**src/rtl/laa_pkg.sv**
```systemverilog
// Package with widths, codes and shared types of the arena allocator.
package laa_pkg;

    localparam int ADDR_W          = 48;
    localparam int SIZE_W          = 32;
    localparam int ACT_W           = 2;
    localparam int AMT_W           = SIZE_W + 1;
    localparam int SUM_W           = ADDR_W + 2;
    localparam int MOD_STEPS       = ADDR_W / 2;
    localparam int CFG_DATA_W      = 64;
    localparam int CFG_ADDR_W      = 4;
    localparam int DEF_OFFSET_BITS = 32;
    localparam int DEF_ALIGN_BITS  = 17;

    // Register select, taken from the doubleword bit of the address.
    localparam logic REG_BASE = 1'b0;
    localparam logic REG_CAP  = 1'b1;

    typedef enum logic [ACT_W-1:0] {
        ACT_REALLOC  = 2'd0,
        ACT_REWIND   = 2'd1,
        ACT_FREE_ALL = 2'd2,
        ACT_READ     = 2'd3
    } t_action;

    typedef struct packed {
        logic [ADDR_W-1:0] base_address;
        logic [SIZE_W-1:0] capacity;
    } t_cfg;

    // Commands from the controller to the datapath.
    typedef struct packed {
        logic load;
        logic start_old;
        logic start_end;
        logic take_old;
        logic take_end;
        logic plan;
        logic commit;
    } t_cmd;

    // Status from the datapath to the controller.
    typedef struct packed {
        logic need_old;
        logic need_end;
        logic rem_done;
    } t_sts;

endpackage

```
**src/rtl/laa_ifs.sv**
```systemverilog
// Request and response channel interfaces of the arena allocator.
interface laa_req_if #(
    parameter int ALIGN_BITS = laa_pkg::DEF_ALIGN_BITS
);
    import laa_pkg::*;

    logic                  valid;
    logic                  ready;
    logic [ACT_W-1:0]      action;
    logic [ADDR_W-1:0]     old_address;
    logic [SIZE_W-1:0]     old_size;
    logic [SIZE_W-1:0]     new_size;
    logic [ALIGN_BITS-1:0] alignment;
    logic [SIZE_W-1:0]     mark;

    modport source (
        output valid, action, old_address, old_size, new_size, alignment, mark,
        input  ready
    );
    modport sink (
        input  valid, action, old_address, old_size, new_size, alignment, mark,
        output ready
    );
endinterface

interface laa_rsp_if #(
    parameter int OFFSET_BITS = laa_pkg::DEF_OFFSET_BITS
);
    import laa_pkg::*;

    logic                   valid;
    logic                   ready;
    logic                   ok;
    logic [ADDR_W-1:0]      new_address;
    logic                   copy_needed;
    logic [SIZE_W-1:0]      copy_length;
    logic [OFFSET_BITS-1:0] cursor_now;

    modport source (
        output valid, ok, new_address, copy_needed, copy_length, cursor_now,
        input  ready
    );
    modport sink (
        input  valid, ok, new_address, copy_needed, copy_length, cursor_now,
        output ready
    );
endinterface

```
**src/rtl/laa_regs.sv**
```systemverilog
// APB configuration registers of the arena allocator.
module laa_regs (
    input  logic                           i_clk,
    input  logic                           i_rst_n,
    input  logic                           psel,
    input  logic                           penable,
    input  logic                           pwrite,
    input  logic [laa_pkg::CFG_ADDR_W-1:0] paddr,
    input  logic [laa_pkg::CFG_DATA_W-1:0] pwdata,
    output logic [laa_pkg::CFG_DATA_W-1:0] prdata,
    output logic                           pready,
    output laa_pkg::t_cfg                  o_cfg
);
    import laa_pkg::*;

    logic [ADDR_W-1:0] r_base;
    logic [SIZE_W-1:0] r_cap;
    logic              w_sel;
    logic              w_wr;

    // The registers sit on doubleword boundaries, so bit 3 selects them.
    assign w_sel  = paddr[3];
    assign w_wr   = psel && penable && pwrite;
    assign pready = 1'b1;

    // Write in the access phase of a transfer.
    always_ff @(posedge i_clk) begin
        if (!i_rst_n) begin
            r_base <= '0;
            r_cap  <= '0;
        end else if (w_wr) begin
            unique case (w_sel)
                REG_BASE: r_base <= pwdata[ADDR_W-1:0];
                REG_CAP:  r_cap  <= pwdata[SIZE_W-1:0];
                default:  r_base <= r_base;
            endcase
        end
    end

    // Read data follows the address.
    always_comb begin
        unique case (w_sel)
            REG_BASE: prdata = CFG_DATA_W'(r_base);
            REG_CAP:  prdata = CFG_DATA_W'(r_cap);
            default:  prdata = '0;
        endcase
    end

    assign o_cfg.base_address = r_base;
    assign o_cfg.capacity     = r_cap;

endmodule

```
**src/rtl/laa_rem.sv**
```systemverilog
// Iterative remainder unit: address modulo alignment, two bits per cycle.
module laa_rem #(
    parameter int ALIGN_BITS = laa_pkg::DEF_ALIGN_BITS
) (
    input  logic                       i_clk,
    input  logic                       i_rst_n,
    input  logic                       i_start,
    input  logic [laa_pkg::ADDR_W-1:0] i_dividend,
    input  logic [ALIGN_BITS-1:0]      i_divisor,
    output logic [ALIGN_BITS-1:0]      o_rem,
    output logic                       o_done
);
    import laa_pkg::*;

    localparam int CNT_W = $clog2(MOD_STEPS + 1);

    logic [CNT_W-1:0]      r_cnt;
    logic [ADDR_W-1:0]     r_dvd;
    logic [ALIGN_BITS-1:0] r_rem;
    logic [ALIGN_BITS-1:0] w_rem_hi;
    logic [ALIGN_BITS-1:0] w_rem_lo;

    // One restoring step: shift in a bit, subtract the divisor if it fits.
    function automatic logic [ALIGN_BITS-1:0] f_step(
        input logic [ALIGN_BITS-1:0] rem,
        input logic                  bit_in,
        input logic [ALIGN_BITS-1:0] div
    );
        logic [ALIGN_BITS:0] t;
        t = {rem, bit_in};
        if (t >= {1'b0, div}) begin
            t = t - {1'b0, div};
        end
        return t[ALIGN_BITS-1:0];
    endfunction

    assign w_rem_hi = f_step(r_rem, r_dvd[ADDR_W-1], i_divisor);
    assign w_rem_lo = f_step(w_rem_hi, r_dvd[ADDR_W-2], i_divisor);

    // Step counter; control state.
    always_ff @(posedge i_clk) begin
        if (!i_rst_n) begin
            r_cnt <= '0;
        end else if (i_start) begin
            r_cnt <= CNT_W'(MOD_STEPS);
        end else if (r_cnt != '0) begin
            r_cnt <= r_cnt - CNT_W'(1);
        end
    end

    // Dividend shift register and partial remainder.
    always_ff @(posedge i_clk) begin
        if (i_start) begin
            r_dvd <= i_dividend;
            r_rem <= '0;
        end else if (r_cnt != '0) begin
            r_dvd <= {r_dvd[ADDR_W-3:0], 2'b00};
            r_rem <= w_rem_lo;
        end
    end

    assign o_rem  = r_rem;
    assign o_done = (r_cnt == '0);

endmodule

```
**src/rtl/laa_dp.sv**
```systemverilog
// Datapath of the arena allocator: operands, cursor, planning and result.
module laa_dp #(
    parameter int OFFSET_BITS = laa_pkg::DEF_OFFSET_BITS,
    parameter int ALIGN_BITS  = laa_pkg::DEF_ALIGN_BITS
) (
    input  logic                       i_clk,
    input  logic                       i_rst_n,
    input  laa_pkg::t_cfg              i_cfg,
    input  laa_pkg::t_cmd              i_cmd,
    output laa_pkg::t_sts              o_sts,
    input  logic [laa_pkg::ACT_W-1:0]  i_action,
    input  logic [laa_pkg::ADDR_W-1:0] i_old_address,
    input  logic [laa_pkg::SIZE_W-1:0] i_old_size,
    input  logic [laa_pkg::SIZE_W-1:0] i_new_size,
    input  logic [ALIGN_BITS-1:0]      i_alignment,
    input  logic [laa_pkg::SIZE_W-1:0] i_mark,
    output logic                       o_ok,
    output logic [laa_pkg::ADDR_W-1:0] o_new_address,
    output logic                       o_copy_needed,
    output logic [laa_pkg::SIZE_W-1:0] o_copy_length,
    output logic [OFFSET_BITS-1:0]     o_cursor_now
);
    import laa_pkg::*;

    localparam logic [OFFSET_BITS-1:0] OFS_MAX = '1;

    typedef enum logic [2:0] {
        K_KEEP = 3'd0,
        K_PULL = 3'd1,
        K_BUMP = 3'd2,
        K_SET  = 3'd3,
        K_ZERO = 3'd4
    } t_kind;

    // Latched operands.
    t_action               r_action;
    logic [ADDR_W-1:0]     r_old_addr;
    logic [SIZE_W-1:0]     r_old_size;
    logic [SIZE_W-1:0]     r_new_size;
    logic [ALIGN_BITS-1:0] r_align;
    logic [SIZE_W-1:0]     r_mark;
    logic [ADDR_W-1:0]     r_end;
    logic [ADDR_W-1:0]     r_top;
    logic [ALIGN_BITS-1:0] r_rem_old;
    logic [ALIGN_BITS-1:0] r_rem_end;

    // Plan of the cursor update.
    t_kind                  r_kind,   n_kind;
    logic [AMT_W-1:0]       r_amount, n_amount;
    logic [ADDR_W-1:0]      r_addr,   n_addr;
    logic                   r_copy,   n_copy;
    logic [SIZE_W-1:0]      r_clen,   n_clen;
    logic [OFFSET_BITS-1:0] r_limit,  n_limit;

    // Cursor and result.
    logic [OFFSET_BITS-1:0] r_cursor, n_cursor;
    logic                   r_ok,     n_ok;
    logic [ADDR_W-1:0]      r_res_addr, n_res_addr;
    logic                   r_res_copy, n_res_copy;
    logic [SIZE_W-1:0]      r_res_clen, n_res_clen;

    logic [ALIGN_BITS-1:0] w_rem;
    logic                  w_rem_done;
    logic [ADDR_W-1:0]     w_dividend;
    logic                  w_is_last;
    logic [ALIGN_BITS-1:0] w_pad;
    logic [SUM_W-1:0]      w_sum;

    // Capture the request at its transfer; zero alignment means one.
    always_ff @(posedge i_clk) begin
        if (i_cmd.load) begin
            r_action   <= t_action'(i_action);
            r_old_addr <= i_old_address;
            r_old_size <= i_old_size;
            r_new_size <= i_new_size;
            r_align    <= (i_alignment == '0) ? ALIGN_BITS'(1) : i_alignment;
            r_mark     <= i_mark;
            r_end      <= i_cfg.base_address + ADDR_W'(r_cursor);
            r_top      <= i_old_address + ADDR_W'(i_old_size);
        end
    end

    assign o_sts.need_end = (r_action == ACT_REALLOC) && (r_new_size != '0);
    assign o_sts.need_old = o_sts.need_end && (r_old_size != '0);
    assign o_sts.rem_done = w_rem_done;

    // Shared remainder unit for the old block and the arena end.
    assign w_dividend = i_cmd.start_end ? r_end : r_old_addr;

    laa_rem #(
        .ALIGN_BITS (ALIGN_BITS)
    ) u_rem (
        .i_clk      (i_clk),
        .i_rst_n    (i_rst_n),
        .i_start    (i_cmd.start_old || i_cmd.start_end),
        .i_dividend (w_dividend),
        .i_divisor  (r_align),
        .o_rem      (w_rem),
        .o_done     (w_rem_done)
    );

    always_ff @(posedge i_clk) begin
        if (i_cmd.take_old) begin
            r_rem_old <= w_rem;
        end
        if (i_cmd.take_end) begin
            r_rem_end <= w_rem;
        end
    end

    // Plan: classify the request and form the amount and candidate address.
    assign w_is_last = (r_old_addr != '0) && (r_top == r_end);
    assign w_pad     = (r_rem_end != '0) ? (r_align - r_rem_end) : '0;

    always_comb begin
        n_kind   = K_KEEP;
        n_amount = '0;
        n_addr   = '0;
        n_copy   = 1'b0;
        n_clen   = '0;
        n_limit  = (SUM_W'(i_cfg.capacity) < SUM_W'(OFS_MAX)) ?
                   OFFSET_BITS'(i_cfg.capacity) : OFS_MAX;
        unique case (r_action)
            ACT_REALLOC: begin
                if (r_new_size == '0) begin
                    // Free: reclaim only the last block.
                    n_kind   = w_is_last ? K_PULL : K_KEEP;
                    n_amount = AMT_W'(r_old_size);
                end else if (r_old_size == '0 || r_rem_old != '0) begin
                    // Fresh allocation, with a copy when the old block is misaligned.
                    n_kind   = K_BUMP;
                    n_amount = AMT_W'(r_new_size) + AMT_W'(w_pad);
                    n_addr   = r_end + ADDR_W'(w_pad);
                    n_copy   = (r_old_size != '0);
                    n_clen   = (r_old_size == '0) ? '0 :
                               ((r_old_size < r_new_size) ? r_old_size : r_new_size);
                end else if (w_is_last) begin
                    // Resize the last block in place.
                    n_addr = r_old_addr;
                    if (r_new_size <= r_old_size) begin
                        n_kind   = K_PULL;
                        n_amount = AMT_W'(r_old_size - r_new_size);
                    end else begin
                        n_kind   = K_BUMP;
                        n_amount = AMT_W'(r_new_size - r_old_size);
                    end
                end else if (r_new_size <= r_old_size) begin
                    n_addr = r_old_addr;
                end else begin
                    // Grow elsewhere and copy the whole old block.
                    n_kind   = K_BUMP;
                    n_amount = AMT_W'(r_new_size) + AMT_W'(w_pad);
                    n_addr   = r_end + ADDR_W'(w_pad);
                    n_copy   = 1'b1;
                    n_clen   = r_old_size;
                end
            end
            ACT_REWIND: begin
                n_kind   = K_SET;
                n_amount = AMT_W'(r_mark);
            end
            ACT_FREE_ALL: n_kind = K_ZERO;
            ACT_READ:     n_kind = K_KEEP;
            default:      n_kind = K_KEEP;
        endcase
    end

    always_ff @(posedge i_clk) begin
        if (i_cmd.plan) begin
            r_kind   <= n_kind;
            r_amount <= n_amount;
            r_addr   <= n_addr;
            r_copy   <= n_copy;
            r_clen   <= n_clen;
            r_limit  <= n_limit;
        end
    end

    // Finish: check the limit and form the new cursor and the result.
    assign w_sum = SUM_W'(r_cursor) + SUM_W'(r_amount);

    always_comb begin
        n_cursor   = r_cursor;
        n_ok       = 1'b1;
        n_res_addr = r_addr;
        n_res_copy = r_copy;
        n_res_clen = r_clen;
        unique case (r_kind)
            K_KEEP: n_cursor = r_cursor;
            K_PULL: begin
                n_cursor = (SUM_W'(r_amount) > SUM_W'(r_cursor)) ? '0 :
                           (r_cursor - OFFSET_BITS'(r_amount));
            end
            K_BUMP: begin
                if (w_sum <= SUM_W'(r_limit)) begin
                    n_cursor = OFFSET_BITS'(w_sum);
                end else begin
                    n_ok       = 1'b0;
                    n_res_addr = '0;
                    n_res_copy = 1'b0;
                    n_res_clen = '0;
                end
            end
            K_SET: begin
                if (SUM_W'(r_amount) <= SUM_W'(r_limit)) begin
                    n_cursor = OFFSET_BITS'(r_amount);
                end else begin
                    n_ok = 1'b0;
                end
            end
            K_ZERO:  n_cursor = '0;
            default: n_cursor = r_cursor;
        endcase
    end

    // The cursor is state and resets to zero.
    always_ff @(posedge i_clk) begin
        if (!i_rst_n) begin
            r_cursor <= '0;
        end else if (i_cmd.commit) begin
            r_cursor <= n_cursor;
        end
    end

    // Output register.
    always_ff @(posedge i_clk) begin
        if (i_cmd.commit) begin
            r_ok       <= n_ok;
            r_res_addr <= n_res_addr;
            r_res_copy <= n_res_copy;
            r_res_clen <= n_res_clen;
        end
    end

    assign o_ok          = r_ok;
    assign o_new_address = r_res_addr;
    assign o_copy_needed = r_res_copy;
    assign o_copy_length = r_res_clen;
    assign o_cursor_now  = r_cursor;

endmodule

```
**src/rtl/laa_ctrl.sv**
```systemverilog
// Controller state machine of the arena allocator.
module laa_ctrl (
    input  logic          i_clk,
    input  logic          i_rst_n,
    input  logic          i_in_valid,
    output logic          o_in_ready,
    output logic          o_out_valid,
    input  logic          i_out_ready,
    input  laa_pkg::t_sts i_sts,
    output laa_pkg::t_cmd o_cmd
);
    import laa_pkg::*;

    typedef enum logic [2:0] {
        S_IDLE    = 3'd0,
        S_SETUP   = 3'd1,
        S_MOD_OLD = 3'd2,
        S_MOD_END = 3'd3,
        S_PLAN    = 3'd4,
        S_FINISH  = 3'd5
    } t_state;

    t_state r_state, n_state;
    logic   r_out_valid;
    logic   w_out_free;

    assign w_out_free = !r_out_valid || i_out_ready;
    assign o_in_ready = (r_state == S_IDLE);

    // Next state and commands.
    always_comb begin
        n_state = r_state;
        o_cmd   = '0;
        unique case (r_state)
            S_IDLE: begin
                if (i_in_valid) begin
                    o_cmd.load = 1'b1;
                    n_state    = S_SETUP;
                end
            end
            S_SETUP: begin
                if (i_sts.need_old) begin
                    o_cmd.start_old = 1'b1;
                    n_state         = S_MOD_OLD;
                end else if (i_sts.need_end) begin
                    o_cmd.start_end = 1'b1;
                    n_state         = S_MOD_END;
                end else begin
                    n_state = S_PLAN;
                end
            end
            S_MOD_OLD: begin
                if (i_sts.rem_done) begin
                    o_cmd.take_old  = 1'b1;
                    o_cmd.start_end = 1'b1;
                    n_state         = S_MOD_END;
                end
            end
            S_MOD_END: begin
                if (i_sts.rem_done) begin
                    o_cmd.take_end = 1'b1;
                    n_state        = S_PLAN;
                end
            end
            S_PLAN: begin
                o_cmd.plan = 1'b1;
                n_state    = S_FINISH;
            end
            S_FINISH: begin
                // Hold the finished item until the output register is free.
                if (w_out_free) begin
                    o_cmd.commit = 1'b1;
                    n_state      = S_IDLE;
                end
            end
            default: n_state = S_IDLE;
        endcase
    end

    // State and output valid.
    always_ff @(posedge i_clk) begin
        if (!i_rst_n) begin
            r_state     <= S_IDLE;
            r_out_valid <= 1'b0;
        end else begin
            r_state <= n_state;
            if (o_cmd.commit) begin
                r_out_valid <= 1'b1;
            end else if (i_out_ready) begin
                r_out_valid <= 1'b0;
            end
        end
    end

    assign o_out_valid = r_out_valid;

endmodule

```
**src/rtl/linear_arena_allocator_top.sv**
```systemverilog
// Top level of the bump-pointer arena allocator.
// One request is in work at a time, and each gives exactly one response. A
// reallocation with a nonzero new size passes through the shared remainder
// unit, which takes old address modulo alignment (when there is an existing
// block) and arena end modulo alignment in turn at two bits per cycle over
// the 48-bit address; a free, rewind, free-all or cursor read skips it. A new
// request is taken while the previous response still waits in the output
// register. The user is to write the base address and capacity over APB at
// byte addresses 0 and 8 only while the block is idle; the block itself does
// not enforce this.
module linear_arena_allocator_top #(
    parameter int OFFSET_BITS = laa_pkg::DEF_OFFSET_BITS,
    parameter int ALIGN_BITS  = laa_pkg::DEF_ALIGN_BITS
) (
    input  logic                           i_clk,
    input  logic                           i_rst_n,
    laa_req_if.sink                        i_req,
    laa_rsp_if.source                      o_rsp,
    input  logic                           psel,
    input  logic                           penable,
    input  logic                           pwrite,
    input  logic [laa_pkg::CFG_ADDR_W-1:0] paddr,
    input  logic [laa_pkg::CFG_DATA_W-1:0] pwdata,
    output logic [laa_pkg::CFG_DATA_W-1:0] prdata,
    output logic                           pready
);
    import laa_pkg::*;

    t_cfg w_cfg;
    t_cmd w_cmd;
    t_sts w_sts;

    // Configuration registers.
    laa_regs u_regs (
        .i_clk   (i_clk),
        .i_rst_n (i_rst_n),
        .psel    (psel),
        .penable (penable),
        .pwrite  (pwrite),
        .paddr   (paddr),
        .pwdata  (pwdata),
        .prdata  (prdata),
        .pready  (pready),
        .o_cfg   (w_cfg)
    );

    // Sequencing of one request.
    laa_ctrl u_ctrl (
        .i_clk       (i_clk),
        .i_rst_n     (i_rst_n),
        .i_in_valid  (i_req.valid),
        .o_in_ready  (i_req.ready),
        .o_out_valid (o_rsp.valid),
        .i_out_ready (o_rsp.ready),
        .i_sts       (w_sts),
        .o_cmd       (w_cmd)
    );

    // Arithmetic, cursor and response payload.
    laa_dp #(
        .OFFSET_BITS (OFFSET_BITS),
        .ALIGN_BITS  (ALIGN_BITS)
    ) u_dp (
        .i_clk         (i_clk),
        .i_rst_n       (i_rst_n),
        .i_cfg         (w_cfg),
        .i_cmd         (w_cmd),
        .o_sts         (w_sts),
        .i_action      (i_req.action),
        .i_old_address (i_req.old_address),
        .i_old_size    (i_req.old_size),
        .i_new_size    (i_req.new_size),
        .i_alignment   (i_req.alignment),
        .i_mark        (i_req.mark),
        .o_ok          (o_rsp.ok),
        .o_new_address (o_rsp.new_address),
        .o_copy_needed (o_rsp.copy_needed),
        .o_copy_length (o_rsp.copy_length),
        .o_cursor_now  (o_rsp.cursor_now)
    );

endmodule

```
**src/flat_wrapper.sv**
```systemverilog
// flat-port wrapper written by rule: the top's interface ports become plain ports
module linear_arena_allocator_top_flat import laa_pkg::*;
#(
    parameter int OFFSET_BITS = laa_pkg::DEF_OFFSET_BITS,
    parameter int ALIGN_BITS  = laa_pkg::DEF_ALIGN_BITS
)
  (i_clk, i_rst_n, psel, penable, pwrite, paddr, pwdata, prdata, pready, i_req_valid, i_req_action, i_req_old_address, i_req_old_size, i_req_new_size, i_req_alignment, i_req_mark, i_req_ready, o_rsp_valid, o_rsp_ok, o_rsp_new_address, o_rsp_copy_needed, o_rsp_copy_length, o_rsp_cursor_now, o_rsp_ready);
  laa_req_if #(.ALIGN_BITS(ALIGN_BITS)) i_req_i ();
  laa_rsp_if #(.OFFSET_BITS(OFFSET_BITS)) o_rsp_i ();
  input  logic i_clk;
  input  logic i_rst_n;
  input  logic psel;
  input  logic penable;
  input  logic pwrite;
  input  logic [laa_pkg::CFG_ADDR_W-1:0] paddr;
  input  logic [laa_pkg::CFG_DATA_W-1:0] pwdata;
  output logic [laa_pkg::CFG_DATA_W-1:0] prdata;
  output logic pready;
  input wire logic [$bits(i_req_i.valid)-1:0] i_req_valid;
  input wire logic [$bits(i_req_i.action)-1:0] i_req_action;
  input wire logic [$bits(i_req_i.old_address)-1:0] i_req_old_address;
  input wire logic [$bits(i_req_i.old_size)-1:0] i_req_old_size;
  input wire logic [$bits(i_req_i.new_size)-1:0] i_req_new_size;
  input wire logic [$bits(i_req_i.alignment)-1:0] i_req_alignment;
  input wire logic [$bits(i_req_i.mark)-1:0] i_req_mark;
  output wire logic [$bits(i_req_i.ready)-1:0] i_req_ready;
  output wire logic [$bits(o_rsp_i.valid)-1:0] o_rsp_valid;
  output wire logic [$bits(o_rsp_i.ok)-1:0] o_rsp_ok;
  output wire logic [$bits(o_rsp_i.new_address)-1:0] o_rsp_new_address;
  output wire logic [$bits(o_rsp_i.copy_needed)-1:0] o_rsp_copy_needed;
  output wire logic [$bits(o_rsp_i.copy_length)-1:0] o_rsp_copy_length;
  output wire logic [$bits(o_rsp_i.cursor_now)-1:0] o_rsp_cursor_now;
  input wire logic [$bits(o_rsp_i.ready)-1:0] o_rsp_ready;
  assign i_req_i.valid = i_req_valid;
  assign i_req_i.action = i_req_action;
  assign i_req_i.old_address = i_req_old_address;
  assign i_req_i.old_size = i_req_old_size;
  assign i_req_i.new_size = i_req_new_size;
  assign i_req_i.alignment = i_req_alignment;
  assign i_req_i.mark = i_req_mark;
  assign i_req_ready = i_req_i.ready;
  assign o_rsp_valid = o_rsp_i.valid;
  assign o_rsp_ok = o_rsp_i.ok;
  assign o_rsp_new_address = o_rsp_i.new_address;
  assign o_rsp_copy_needed = o_rsp_i.copy_needed;
  assign o_rsp_copy_length = o_rsp_i.copy_length;
  assign o_rsp_cursor_now = o_rsp_i.cursor_now;
  assign o_rsp_i.ready = o_rsp_ready;
  linear_arena_allocator_top #(.OFFSET_BITS(OFFSET_BITS), .ALIGN_BITS(ALIGN_BITS)) u_core (.i_clk(i_clk), .i_rst_n(i_rst_n), .i_req(i_req_i), .o_rsp(o_rsp_i), .psel(psel), .penable(penable), .pwrite(pwrite), .paddr(paddr), .pwdata(pwdata), .prdata(prdata), .pready(pready));
endmodule
```
**config.mk**
```make
export PLATFORM = sky130hd
export DESIGN_NAME = linear_arena_allocator_top_flat
export DESIGN_NICKNAME = d
export VERILOG_FILES = /design/src/rtl/laa_pkg.sv /design/src/rtl/laa_ifs.sv /design/src/rtl/laa_regs.sv /design/src/rtl/laa_rem.sv /design/src/rtl/laa_dp.sv /design/src/rtl/laa_ctrl.sv /design/src/rtl/linear_arena_allocator_top.sv /design/src/flat_wrapper.sv
export SDC_FILE = /design/constraint.sdc
export NUM_CORES = 2
export LEC_CHECK = 0
export BUFFER_PORTS_ARGS = -buffer_cell sky130_fd_sc_hd__clkbuf_2
export CELL_PAD_IN_SITES_DETAIL_PLACEMENT = 0
export CELL_PAD_IN_SITES_GLOBAL_PLACEMENT = 1
export CORE_UTILIZATION = 45
export DETAILED_ROUTE_END_ITERATION = 16
export GPL_TIMING_DRIVEN = 0
export PLACE_DENSITY_LB_ADDON = 0.15
export SYNTH_ARGS = -nofsm -noshare
export SYNTH_HDL_FRONTEND = slang
export SYNTH_SLANG_ARGS = --single-unit
```
**constraint.sdc**
```tcl
create_clock -name i_clk -period 14.5 [get_ports i_clk]
set_input_delay 2.9 -clock i_clk [delete_from_list [all_inputs] [get_ports i_clk]]
set_output_delay 2.9 -clock i_clk [all_outputs]
set_load 0.01 [all_outputs]
```
==> run summary <==
root buffer cell - clkbuf_16
Worst Max-Slew Pin Slew - 1490 ps
Comb power frac - 36.2%
CTS tree - built
Iteration-0 DRC Markers - 4,103
post-synth top area share - 37.3%
final worst-path cycle share - 58.2%
Top FF cell, synth - edfxtp_1
EDFF count, synth - 572
clock tree sinks - 710
most common cell after layout, fill and taps aside - edfxtp_1
Worst IR Drop VDD - 0.176 mV
CORE AREA - 101,000 µm²
Setup Fix Bufs, Post-CTS - 0
Routed Antenna Nets - 0
LEAKAGE - 0.0214 µW
register area share after synthesis - 43.3%
Synth Area in Adders - 10.6%
CP endpoint kind - primary output
final hold violation count - 0
port bufs - 380
proportion of synthesized area in mux cells - 2.86%
fraction of registers with async set/reset - 0%
post-synthesis compound-gate area fraction - 17.8%
Setup TNS Final - 0 ps
Top delay family on crit path - buffers and inverters
sequential cell area - 19,900 µm²
Placer Congestion - 1.01
Worst-Skew Late Latency - 680 ps
Max-cap violations - 0
crit path DAT - 5540 ps
Top-Level Pins - 419
Int Pwr - 4900 µW
wire length on met1 - 77.6 mm
setup ws final - 6060 ps
Total GRT Usage - 34.3%
cell area after placement - 50,100 µm²
Highest Signal Layer - met5
Max Fclk - 0.118 GHz
Mean Syn Cell Area - 9.80 µm²
Tmin final - 8440 ps
met2 WL - 81.0 mm
Total Routed Length - 181 mm
via/cell ratio - 5.93
most frequent cells in the layout - 572 x edfxtp_1, 443 x a21oi_1, 443 x nand2_1
RSZ-0062 raised after global routing - no
Relative slew margins - 0.694%
CP required - 11,600 ps
global-route wire length before repair - 257 mm
fraction of layout cells with a size suffix above 1 - 14.2%
largest net degree at the start of global routing - 70
peak fanout along the critical path - 10
Final nets - 5,817
die area - 104,000 µm²
CP peak stage delay - 1000 ps
clock power share - 27.4%
max-slew violation count - 0
critical path type - input port to primary output
Synth area leaders - edfxtp_1 37%, ha_1 10%, dfxtp_1 6.0%
Vias - 39,300
CTS Buf Count - 80
Place WS - 6020 ps
Hold WS - 470 ps
cts hold-fix bufs - 0
Switch Pwr - 2930 µW
drt pass-1 iters - 6
DIE HEIGHT - 322 µm
DRC - 0
clock buffer depth - 3
detailed placement HPWL - 144 mm
Multi-input gate area - 23,900 µm²
post_cts resized - 0
Critical Path Most Common Cell - clkbuf_1
XOR/XNOR Fraction of Synth Area - 6.15%
Final setup viols - 0
Cell variety after synth - 113
Syn Inst Count - 4,695
total gr overflow - 0
clock slew seen by the registers of the worst setup and hold paths - 50 ps
area leader, netlist - edfxtp_1
Layout area overhead - 14.9%
Net Sw Frac - 37.4%
drt wl/cell - 27.3 µm
crit path launch type - input port
Yosys reg bits - 710
Reg power frac - 36.4%
number of global-route vias before repair - 37,500
# fillers - 9,484
Cell Area, Synth - 46,000 µm²
warnings from Yosys - 0
WP buf/inv - 4
skew final - 30.4 ps
Crit-path slowest cell - clkbuf_1
main combinational cell family by area after synthesis - compound AO/OA/AOI/OAI gates
H-tree depth - 3
routed wl met3 - 13.4 mm
crit-path cells - clkbuf_1 > clkbuf_1 > clkbuf_1 > o21ai_0 > clkbuf_2
Synth Area in Simple Gates - 14.2%
power density cells - 148 nW/µm²
# rows - 116
status - finished, final reports clean
Core Util, Final - 52.5%
fin area - 52,900 µm²
Hold Crit Class - flip-flop to flip-flop
antenna violations before repair - 20
die width - 322 µm
Initial Util - 45.7%
-- worst paths after layout --
check	startpoint	endpoint	slack [ps]	depth (start not counted)
min reg2reg	u_core.u_regs.r_cap[9]	u_core.u_regs.r_cap[9]	470	2
max reg2reg	u_core.u_dp.o_cursor_now[1]	u_core.u_dp.o_new_address[5]	6990	22
max	paddr[3]	prdata[1]	6060	5
min	u_core.u_regs.r_cap[9]	u_core.u_regs.r_cap[9]	470	2
-- worst register-to-register path, stage by stage, from the launching register on --
cell and delay [ps]:
dfxtp_1 550, inv_1 190, ha_1 360, inv_1 70, a21oi_1 100, o311a_1 370, a2111oi_1 590, a21oi_1 400
o21ai_1 420, a41oi_1 230, o21bai_1 270, a21boi_1 150, xnor2_1 160, ha_1 320, a211oi_1 320, nand2_1 120
a2111oi_0 370, o21ai_0 210, a2bb2oi_1 300, nand2_1 130, nand2_1 830, clkbuf_1 680, and2_1 270
-- cell usage after synthesis, drive strengths merged (9+ instances only) --
library cell / number
fa: 11
nor2b: 61
buf: 86
o22ai: 9
o21bai: 51
a222oi: 15
a211o: 9
nor3: 93
a21boi: 10
or2: 10
edfxtp: 572
nand2b: 39
a21oi: 448
inv: 298
nand3: 58
a31oi: 26
nor4: 66
o21a: 30
a311oi: 10
nor2: 293
o211ai: 15
a2111oi: 11
and2: 89
mux2: 45
a22o: 40
clkbuf: 180
o221ai: 10
o21ai: 246
and3: 48
mux2i: 81
o31ai: 30
a211oi: 71
nand4: 70
a221oi: 42
a21o: 112
xor2: 107
nand2: 445
or3: 15
ha: 373
a41oi: 9
dfxtp: 138
xnor2: 216
-- sequential cells by signal (all words and copies together) (netlist names), 32 cells and up --
register,count
u_core.u_dp.r_old_addr,48
u_core.u_dp.r_end,48
u_core.u_dp.o_copy_length,32
u_core.u_regs.r_cap,32
u_core.u_dp.r_mark,32
u_core.u_dp.r_addr,48
u_core.u_dp.r_clen,32
u_core.u_dp.r_old_size,32
u_core.u_dp.r_new_size,32
u_core.u_dp.r_top,48
u_core.u_dp.o_new_address,48
u_core.u_dp.r_limit,32
u_core.u_dp.r_amount,33
u_core.u_regs.r_base,48
u_core.u_dp.u_rem.r_dvd,48
u_core.u_dp.o_cursor_now,32
-- routing by layer --
metal | GRT usage, % | vias up
met5 | 0 | -
met2 | 54.1 | 1660
met3 | 5.86 | 346
met4 | 14.2 | 18
met1 | 46.5 | 19200
li1 | - | 18000
-- cell families after synthesis --
kind of cell    count (synthesis)
simple gates                 1331
compound gates               1254
flops                         710
buf+inv                       565
fa+ha+maj                     384
xor+xnor                      323
mux                           126
other cells                     2
-- through the flow --
stage | std cells | total power (µW)
2_1_floorplan | 4710 | 4760
6_report | 6629 | 7830
4_1_cts | 6619 | 7820
3_3_place_gp | 6447 | 5690
3_5_place_dp | 6470 | 5660
5_1_grt | 6620 | 8210
-- area by class of cell --
cell class / instances / share of cell area (%)
multi-input cells: 3435 / 45.2
flip-flops and latches: 710 / 37.7
repair buffers: 403 / 4.27
clock buffers: 102 / 4.19
well taps: 1357 / 3.21
plain buffers: 266 / 2.27
inverters: 299 / 2.12
clock inverters: 47 / 1.00
diodes: 10 / 0.0473
-- power groups by stage --
stage                     Sequential (µW)  Combinational (µW)  Clock [µW]
after floorplan                      2810                1950           0
after global placement               2980                2720           0
after detailed placement             2880                2780           0
after CTS                            2840                2800        2190
after global routing                 2870                3090        2250
final                                2850                2840        2150
Note: power is estimated with default switching activity, not from simulation.
